[config.mk]
export PLATFORM = sky130hd
export DESIGN_NAME = prescaled_interval_timer_core_flat
export DESIGN_NICKNAME = d
export VERILOG_FILES = /design/src/rtl/pit_pkg.sv /design/src/rtl/pit_if.sv /design/src/rtl/prescaled_interval_timer_core.sv /design/src/flat_wrapper.sv
export VERILOG_INCLUDE_DIRS = /design/src /design/src/rtl
export SDC_FILE = /design/constraint.sdc
export NUM_CORES = 1
export LEC_CHECK = 0
export BUFFER_PORTS_ARGS = -buffer_cell sky130_fd_sc_hd__buf_2
export CORE_MARGIN = 1
export CORE_UTILIZATION = 40
export DETAILED_ROUTE_END_ITERATION = 10
export PLACE_DENSITY = 0.67
export SYNTH_ARGS = -nofsm -noshare
export SYNTH_HDL_FRONTEND = slang
export SYNTH_SLANG_ARGS = --single-unit
[constraint.sdc]
create_clock -name clk -period 9 [get_ports clk]
set_clock_uncertainty 0.15 [all_clocks]
set_input_delay 1.8 -clock clk [delete_from_list [all_inputs] [get_ports clk]]
set_output_delay 1.8 -clock clk [all_outputs]
set_load 0.01 [all_outputs]
[src/rtl/prescaled_interval_timer_core_defines.svh]
// ----------------------------------------------------------------------------
// Prescaled interval timer: assertion macros
// Shared assertion forms for the timer RTL; they sample on clk and are
// disabled while arst_n is low.
// ----------------------------------------------------------------------------
`ifndef PRESCALED_INTERVAL_TIMER_CORE_DEFINES_SVH
`define PRESCALED_INTERVAL_TIMER_CORE_DEFINES_SVH

// The consequent must hold in the same cycle as the antecedent.
`define PIT_ASSERT_NOW(lbl, ante, cons, msg) \
	lbl: assert property (@(posedge clk) disable iff (!arst_n) (ante) |-> (cons)) \
		else $error(msg);

// The consequent must hold in the cycle after the antecedent.
`define PIT_ASSERT_NEXT(lbl, ante, cons, msg) \
	lbl: assert property (@(posedge clk) disable iff (!arst_n) (ante) |=> (cons)) \
		else $error(msg);

`endif

[src/rtl/pit_pkg.sv]
// ----------------------------------------------------------------------------
// Prescaled interval timer package
// Field widths, request codes, bus addresses and prescale intervals.
// ----------------------------------------------------------------------------
`default_nettype none

package pit_pkg;

	localparam int REQ_TYPE_W   = 2;
	localparam int ADDRESS_W    = 16;
	localparam int DATA_W       = 8;
	localparam int PRESCALE_W   = 11;

	typedef enum logic [REQ_TYPE_W-1:0] {
		REQ_TICK  = 2'd0,
		REQ_READ  = 2'd1,
		REQ_WRITE = 2'd2
	} req_type_t;

	localparam logic [ADDRESS_W-1:0] ADDR_OR_MASK = 16'h0280;
	localparam logic [ADDRESS_W-1:0] ADDR_SWCHB   = 16'h0282;
	localparam logic [ADDRESS_W-1:0] ADDR_INTIM   = 16'h0284;
	localparam logic [ADDRESS_W-1:0] ADDR_TIM1T   = 16'h0294;
	localparam logic [ADDRESS_W-1:0] ADDR_TIM8T   = 16'h0295;
	localparam logic [ADDRESS_W-1:0] ADDR_TIM64T  = 16'h0296;
	localparam logic [ADDRESS_W-1:0] ADDR_T1024T  = 16'h0297;

	localparam logic [DATA_W-1:0] SWCHB_VALUE = 8'h0B;
	localparam logic [DATA_W-1:0] COUNT_WRAP  = 8'hFF;
	localparam logic [DATA_W-1:0] COUNT_RESET = 8'h01;

	localparam logic [PRESCALE_W-1:0] PRESCALE_DIV1    = 11'd1;
	localparam logic [PRESCALE_W-1:0] PRESCALE_DIV8    = 11'd8;
	localparam logic [PRESCALE_W-1:0] PRESCALE_DIV64   = 11'd64;
	localparam logic [PRESCALE_W-1:0] PRESCALE_DIV1024 = 11'd1024;

endpackage

`default_nettype wire

[src/rtl/pit_if.sv]
// ----------------------------------------------------------------------------
// Prescaled interval timer channels
// Request channel (tick, read, write) and response channel (read byte).
// ----------------------------------------------------------------------------
`default_nettype none

interface pit_req_if import pit_pkg::*; ();
	logic                  valid;
	logic                  ready;
	logic [REQ_TYPE_W-1:0] req_type;
	logic [ADDRESS_W-1:0]  address;
	logic [DATA_W-1:0]     write_data;

	modport source (output valid, output req_type, output address, output write_data,
		input ready);
	modport sink (input valid, input req_type, input address, input write_data,
		output ready);
endinterface

interface pit_rsp_if import pit_pkg::*; ();
	logic              valid;
	logic              ready;
	logic [DATA_W-1:0] read_data;

	modport source (output valid, output read_data, input ready);
	modport sink (input valid, input read_data, output ready);
endinterface

`default_nettype wire

[src/rtl/prescaled_interval_timer_core.sv]
// A word accepted on req passes the input register, then the response register.
// Throughput: one word per cycle while rsp is ready; these two registers form a
// two-entry pipeline, so req takes one more word while a response waits.
// The timer state is updated as a word leaves the input register.
// Reset: arst_n clears both stages and sets count, interval and prescaler to one.
// ----------------------------------------------------------------------------
// Prescaled interval timer core
// RIOT-style interval timer with a 1/8/64/1024 prescaler and an 8-bit count.
// ----------------------------------------------------------------------------
`default_nettype none
`include "prescaled_interval_timer_core_defines.svh"

module prescaled_interval_timer_core import pit_pkg::*; (
	input wire         clk,
	input wire         arst_n,
	pit_req_if.sink    req,
	pit_rsp_if.source  rsp
);

	// Input register
	logic                  valid_s1;
	req_type_t             req_type_s1;
	logic [ADDRESS_W-1:0]  address_s1;
	logic [DATA_W-1:0]     write_data_s1;

	// Timer state
	logic [DATA_W-1:0]     count_q;
	logic [PRESCALE_W-1:0] interval_q;
	logic [PRESCALE_W-1:0] remaining_q;

	// Response register
	logic                  out_valid_q;
	logic [DATA_W-1:0]     read_data_q;

	logic                  advance;
	logic [ADDRESS_W-1:0]  addr_dec;
	logic [PRESCALE_W-1:0] remaining_dec;
	logic [DATA_W-1:0]     count_dec;
	logic [DATA_W-1:0]     count_n;
	logic [PRESCALE_W-1:0] interval_n;
	logic [PRESCALE_W-1:0] remaining_n;
	logic [DATA_W-1:0]     read_data_n;

	assign advance   = !out_valid_q || rsp.ready;
	assign req.ready = !valid_s1 || advance;

	always_ff @(posedge clk or negedge arst_n) begin
		if (!arst_n) begin
			valid_s1 <= 1'b0;
		end else if (req.ready) begin
			valid_s1 <= req.valid;
		end
	end

	always_ff @(posedge clk) begin
		if (req.valid && req.ready) begin
			req_type_s1   <= req_type_t'(req.req_type);
			address_s1    <= req.address;
			write_data_s1 <= req.write_data;
		end
	end

	assign addr_dec      = address_s1 | ADDR_OR_MASK;
	assign remaining_dec = remaining_q - PRESCALE_W'(1);
	assign count_dec     = count_q - DATA_W'(1);

	always_comb begin
		count_n     = count_q;
		interval_n  = interval_q;
		remaining_n = remaining_q;
		read_data_n = '0;
		unique case (req_type_s1)
			REQ_TICK: begin
				if (remaining_dec == '0) begin
					count_n = count_dec;
					// Once the count wraps, the timer runs at one tick per count.
					if (count_dec == COUNT_WRAP) begin
						interval_n  = PRESCALE_DIV1;
						remaining_n = PRESCALE_DIV1;
					end else begin
						remaining_n = interval_q;
					end
				end else begin
					remaining_n = remaining_dec;
				end
			end
			REQ_READ: begin
				if (addr_dec == ADDR_SWCHB) begin
					read_data_n = SWCHB_VALUE;
				end else if (addr_dec == ADDR_INTIM) begin
					read_data_n = count_q;
				end
			end
			REQ_WRITE: begin
				unique case (addr_dec)
					ADDR_TIM1T: begin
						count_n     = write_data_s1;
						interval_n  = PRESCALE_DIV1;
						remaining_n = PRESCALE_DIV1;
					end
					ADDR_TIM8T: begin
						count_n     = write_data_s1;
						interval_n  = PRESCALE_DIV8;
						remaining_n = PRESCALE_DIV8;
					end
					ADDR_TIM64T: begin
						count_n     = write_data_s1;
						interval_n  = PRESCALE_DIV64;
						remaining_n = PRESCALE_DIV64;
					end
					ADDR_T1024T: begin
						count_n     = write_data_s1;
						interval_n  = PRESCALE_DIV1024;
						remaining_n = PRESCALE_DIV1024;
					end
					default: begin
					end
				endcase
			end
			default: begin
			end
		endcase
	end

	always_ff @(posedge clk or negedge arst_n) begin
		if (!arst_n) begin
			count_q     <= COUNT_RESET;
			interval_q  <= PRESCALE_DIV1;
			remaining_q <= PRESCALE_DIV1;
		end else if (valid_s1 && advance) begin
			count_q     <= count_n;
			interval_q  <= interval_n;
			remaining_q <= remaining_n;
		end
	end

	always_ff @(posedge clk or negedge arst_n) begin
		if (!arst_n) begin
			out_valid_q <= 1'b0;
		end else if (advance) begin
			out_valid_q <= valid_s1;
		end
	end

	always_ff @(posedge clk) begin
		if (valid_s1 && advance) begin
			read_data_q <= read_data_n;
		end
	end

	assign rsp.valid     = out_valid_q;
	assign rsp.read_data = read_data_q;

	`PIT_ASSERT_NOW(a_remaining_nonzero, 1'b1, remaining_q != '0, "prescaler holds zero")
	`PIT_ASSERT_NOW(a_interval_onehot, 1'b1, $onehot(interval_q), "bad prescale interval")
	`PIT_ASSERT_NOW(a_remaining_le_interval, 1'b1, remaining_q <= interval_q,
		"prescaler above interval")
	`PIT_ASSERT_NEXT(a_stall_holds_state, valid_s1 && !advance,
		$stable(count_q) && $stable(remaining_q), "timer state moved during stall")

endmodule

`default_nettype wire
[src/flat_wrapper.sv]
// flat-port wrapper written by rule: the top's interface ports become plain ports
module prescaled_interval_timer_core_flat import pit_pkg::*;
  (clk, arst_n, req_valid, req_req_type, req_address, req_write_data, req_ready, rsp_valid, rsp_read_data, rsp_ready);
  pit_req_if req_i ();
  pit_rsp_if rsp_i ();
  input wire clk;
  input wire arst_n;
  input wire logic [$bits(req_i.valid)-1:0] req_valid;
  input wire logic [$bits(req_i.req_type)-1:0] req_req_type;
  input wire logic [$bits(req_i.address)-1:0] req_address;
  input wire logic [$bits(req_i.write_data)-1:0] req_write_data;
  output wire logic [$bits(req_i.ready)-1:0] req_ready;
  output wire logic [$bits(rsp_i.valid)-1:0] rsp_valid;
  output wire logic [$bits(rsp_i.read_data)-1:0] rsp_read_data;
  input wire logic [$bits(rsp_i.ready)-1:0] rsp_ready;
  assign req_i.valid = req_valid;
  assign req_i.req_type = req_req_type;
  assign req_i.address = req_address;
  assign req_i.write_data = req_write_data;
  assign req_ready = req_i.ready;
  assign rsp_valid = rsp_i.valid;
  assign rsp_read_data = rsp_i.read_data;
  assign rsp_i.ready = rsp_ready;
  prescaled_interval_timer_core u_core (.clk(clk), .arst_n(arst_n), .req(req_i), .rsp(rsp_i));
endmodule
# == Yosys cells after proc, flatten, opt, wreduce, memory -nomap -nowiden ==
# Index checks and enable logic that the tools add are counted.
# classes
n_mux,11
bitwise,2
n_eq_ne,12
reduce_logical,14
add_sub_neg,2
# op_table
cell,count
"14-bit by 5-bit == test with 1-bit output, second input constant",4
11-bit one-hot mux with 2 select lines,2
11-bit one-hot mux with 4 select lines,1
11-bit 2-to-1 mux,3
8-bit 2-to-1 mux,2
8-bit one-hot mux with 2 select lines,1
"14-bit by 2-bit == test with 1-bit output, second input constant",1
"14-bit by 3-bit == test with 1-bit output, second input constant",1
11-bit logical NOT,1
"11-bit by 1-bit subtractor with 11-bit output, second input constant",1
"8-bit == test, second input constant",1
4-bit 2-to-1 mux,2
4-bit AND reduction,2
"8-bit by 1-bit subtractor with 8-bit output, second input constant",1
"5-bit by 1-bit inequality test with 1-bit output, second input constant",1
4-bit OR reduction,1
3-bit AND reduction,1
3-bit OR reduction,1
"2-bit by 1-bit == test with 1-bit output, second input constant",1
"2-bit == test, second input constant",1
1-bit logical AND,2
1-bit logical NOT,2
2-bit logical NOT,1
1-bit logical OR,2
other kinds (4),5
# totals
out_inout_bits,10
ff_bits,66

# == Logic depth before layout (Yosys ltp) ==
# logic_depth
depth_word,5
mapped_depth,11
depth_no_buf,8

# == Least setup slack after synthesis ==
# No wires, ideal clock.
# synth_path
path_type,input to output
startpoint,in rsp_ready
endpoint,out req_ready
arrival_ns,2.009
path_slack_ns,5.041
cell_stages,1
path_cell_list,nand3b_1
# synth_via
elab_chain_len,2
# synth_rtl
element,line_no,text
start: declaration,flat_wrapper.sv:15,input wire logic [$bits(rsp_i.ready)-1:0] rsp_ready;
1-bit logical OR,prescaled_interval_timer_core.sv:44,assign advance = !out_valid_q || rsp.ready;
1-bit logical OR,prescaled_interval_timer_core.sv:45,assign req.ready = !valid_s1 || advance;
end: declaration,flat_wrapper.sv:12,output wire logic [$bits(req_i.ready)-1:0] req_ready;
# No other way between the ends.

# == Final worst setup path ==
# Same ends and word-level chain as after synthesis.

==> flow_summary.ini <==
[synth]
synth_top_family_by_area = simple AND/OR/NAND/NOR gates
muxShareOfSynthArea_pct = 0.313
yosys.area_share.simple_pct = 21.3
yosys_warnings = 0
synth_area_mm2 = 0.00320
synth_async_sr_flop_share_pct = 50.0
synthesis.nets = 333
synth_adder_area_share_pct = 1.17
synthCells = 300
synth_area_per_cell_um2 = 10.7
synth-compound-area-share_pct = 17.1
post_synth_xor_area_fraction_pct = 1.64
netlist-cell-type-count = 53
postSynthRegisterBits = 64
synth_seq_area_share_pct = 55.2
synth_edf_count = 32
synth_flop_cell = sky130_fd_sc_hd__edfxtp_1

[global_route]
grt_max_degree = 33
grt_pass1_vias = 2408
track_usage_pct = 17.7
grt_overflow_total = 0
initial_antenna_violation_count = 0
grt_pass1_wl_mm = 11.5

[timing]
final_min_period_over_clock_period_pct = 46.8
report.final.slew_viol_count = 0
tightestPinTransition_ns = 1.08
fmax_mhz = 237
final-hold-violation-count = 0
rsz_0062_raised_after_global_routing = no
finalWorstPathRequiredPeriod_ns = 4.22
timing.slew.headroom_pct = 27.7
finalWorstSetupSlack_ns = 4.78
final-setup-viol-count = 0
final.setup.tns_ns = 0

[routing]
met1_wl_mm = 3.16
highest_layer = met4
met3WireLength_um = 393
drc_errors = 0
drtIter0Drc = 197
drt_pre_antenna_iters = 4
wl_per_cell_um = 15.7
routed-wl-met2_mm = 3.25
vias_per_cell = 5.53
wirelength_mm = 6.91
detailroute.via_count = 2438
ant_nets = 0

[floorplanning]
die_h_um = 91.4
num_rows = 32
die_w_um = 91.4
die-area_mm2 = 0.00836
initial_core_util_pct = 41.4
core_area_mm2 = 0.00773
num_io_pins = 40

[cells_and_area]
finish.utilization_pct = 47.2
final_layout_size_suffix_gt1_share_pct = 18.6
design_area_mm2 = 0.00365
final-instance-count-excl-fill = 441
net_total_in_the_final_layout = 367
n_antenna_cell = 0
layout_common_cells = 37 x sky130_fd_sc_hd__buf_2, 32 x sky130_fd_sc_hd__edfxtp_1, 29 x sky130_fd_sc_hd__dfrtp_1
fillCellCount = 723
flow.area_growth_from_synthesis_pct = 14.0
layout_commonest_cell = sky130_fd_sc_hd__buf_2

[clocking]
worst_setup_hold_path_clk_slew_ns = 0.07
cts_made_buffers = 9
cts_buffer_depth = 2
clock_insertion_delay_worst_skew_ns = 0.34
cts.htree.levels = 3
clk_root_buffer_cell = sky130_fd_sc_hd__clkbuf_8
ctsResizeCount = 0
cts_tree = yes
postCtsHoldBufs = 0
postCtsSetupBuffers = 0
cts_num_sinks = 64

[placed_design]
port-buffer-count = 37
detailed_place_hpwl_mm = 4.84
cell_area_after_placement_mm2 = 0.00346
placed_cells_incl_taps = 425
dp_slack_ns = 4.79
gp_congestion = 0.885

[pwr]
power_per_cell_area_mw_per_mm2 = 231
max-vdd-ir-drop_uv = 104
p_leak_nw = 1.42

[setup_path]
critPathKind = in2out
timing.critical_path.arrival_ns = 2.27
critical_path_peak_fanout = 3
critical_path_required_ns = 7.05
setup.worst_path.start_class = input port
critical_path.endpoint_type = primary output

[outcome]
outcome = complete, no violations

[worst_hold_path]
path_type_of_the_worst_min_delay_path = reg2reg

[job]
max_cap_viol_count = 0
path summary, 6_finish.rpt:
kind                                         end  cells past startpoint  slack, ns             startpoint
max in group asynchronous   u_core.interval_q[2]                      1       6.84                 arst_n
min in group asynchronous      u_core.count_q[5]                      1       1.37                 arst_n
hold / removal             u_core.remaining_q[4]                      2       0.34   u_core.interval_q[4]
setup reg to reg            u_core.interval_q[6]                      8       5.24  u_core.remaining_q[1]
hold reg to reg            u_core.remaining_q[4]                      2       0.34   u_core.interval_q[4]
setup / recovery                       req_ready                      3       4.78              rsp_ready
worst max-delay path, cell delays in order:
cell	delay (ns)
sky130_fd_sc_hd__buf_2	0.10
sky130_fd_sc_hd__nand3b_1	0.19
sky130_fd_sc_hd__buf_2	0.17
synth_stat cells, types with 7 or more instances:
| master | count | area (um2) |
|---|---|---|
| sky130_fd_sc_hd__a21oi_1 | 12 | 60.1 |
| sky130_fd_sc_hd__a31oi_1 | 8 | 50.1 |
| sky130_fd_sc_hd__and2_1 | 11 | 68.8 |
| sky130_fd_sc_hd__clkbuf_1 | 12 | 45.0 |
| sky130_fd_sc_hd__dfrtp_1 | 29 | 726 |
| sky130_fd_sc_hd__edfxtp_1 | 32 | 961 |
| sky130_fd_sc_hd__inv_1 | 12 | 45.0 |
| sky130_fd_sc_hd__nand2_1 | 19 | 71.3 |
| sky130_fd_sc_hd__nand2b_1 | 10 | 62.6 |
| sky130_fd_sc_hd__nand3_1 | 13 | 65.1 |
| sky130_fd_sc_hd__nor2_1 | 25 | 93.8 |
| sky130_fd_sc_hd__nor2b_1 | 12 | 75.1 |
| sky130_fd_sc_hd__nor4_1 | 7 | 43.8 |
| sky130_fd_sc_hd__o21ai_0 | 10 | 50.1 |
kinds of logic after synthesis:
kind of cell               count (synthesis)
adders and majority gates                  3
muxes                                      1
AOI/OAI and AO/OA                         74
buffers and inverters                     27
and+or+nand+nor                          125
DFF                                       64
xor gates and xnor gates                   6
registers in the layout, summed over array words and instances, names as in the netlist:
signal and count:
u_core.valid_s1 1, u_core.write_data_s1 8, u_core.remaining_q 11, u_core.count_q 8
u_core.rsp.read_data 8, u_core.address_s1 14, u_core.rsp.valid 1, u_core.interval_q 11
u_core.req_type_s1 2
metrics by stage:
| step | hold slack [ns] | power (mW) |
|---|---|---|
| 6_report | 0.341 | 0.841 |
| 5_1_grt | 0.361 | 0.893 |
| 4_1_cts | 0.345 | 0.845 |
| 3_5_place_dp | 0.333 | 0.605 |
| 3_3_place_gp | 0.325 | 0.598 |
| 2_1_floorplan | 0.303 | 0.552 |
report_power, final:
group / switching, mW / leakage, nW / total (mW) / internal [mW]
Sequential: 0.0544 / 0.702 / 0.406 / 0.352
Clock: 0.113 / 0.0937 / 0.239 / 0.126
Combinational: 0.113 / 0.624 / 0.195 / 0.0821
cell type report:
cell class                 count  area, um2  share of cell area [%]
clock buffer                  10        128                    3.50
timing repair buffer          38        193                    5.28
tap                          102        128                    3.50
inverter                      12       45.0                    1.24
multi-input combinational    209       1330                    36.4
sequential                    64       1770                    48.4
clock inverter                 6       60.1                    1.65
layer usage:
layer,up-vias,GRT usage [%]
li1,1194,-
met1,1156,23.1
met2,79,28.3
met3,9,3.77
met4,0,7.67
met5,-,0
Power figures use the tool's default switching activity.
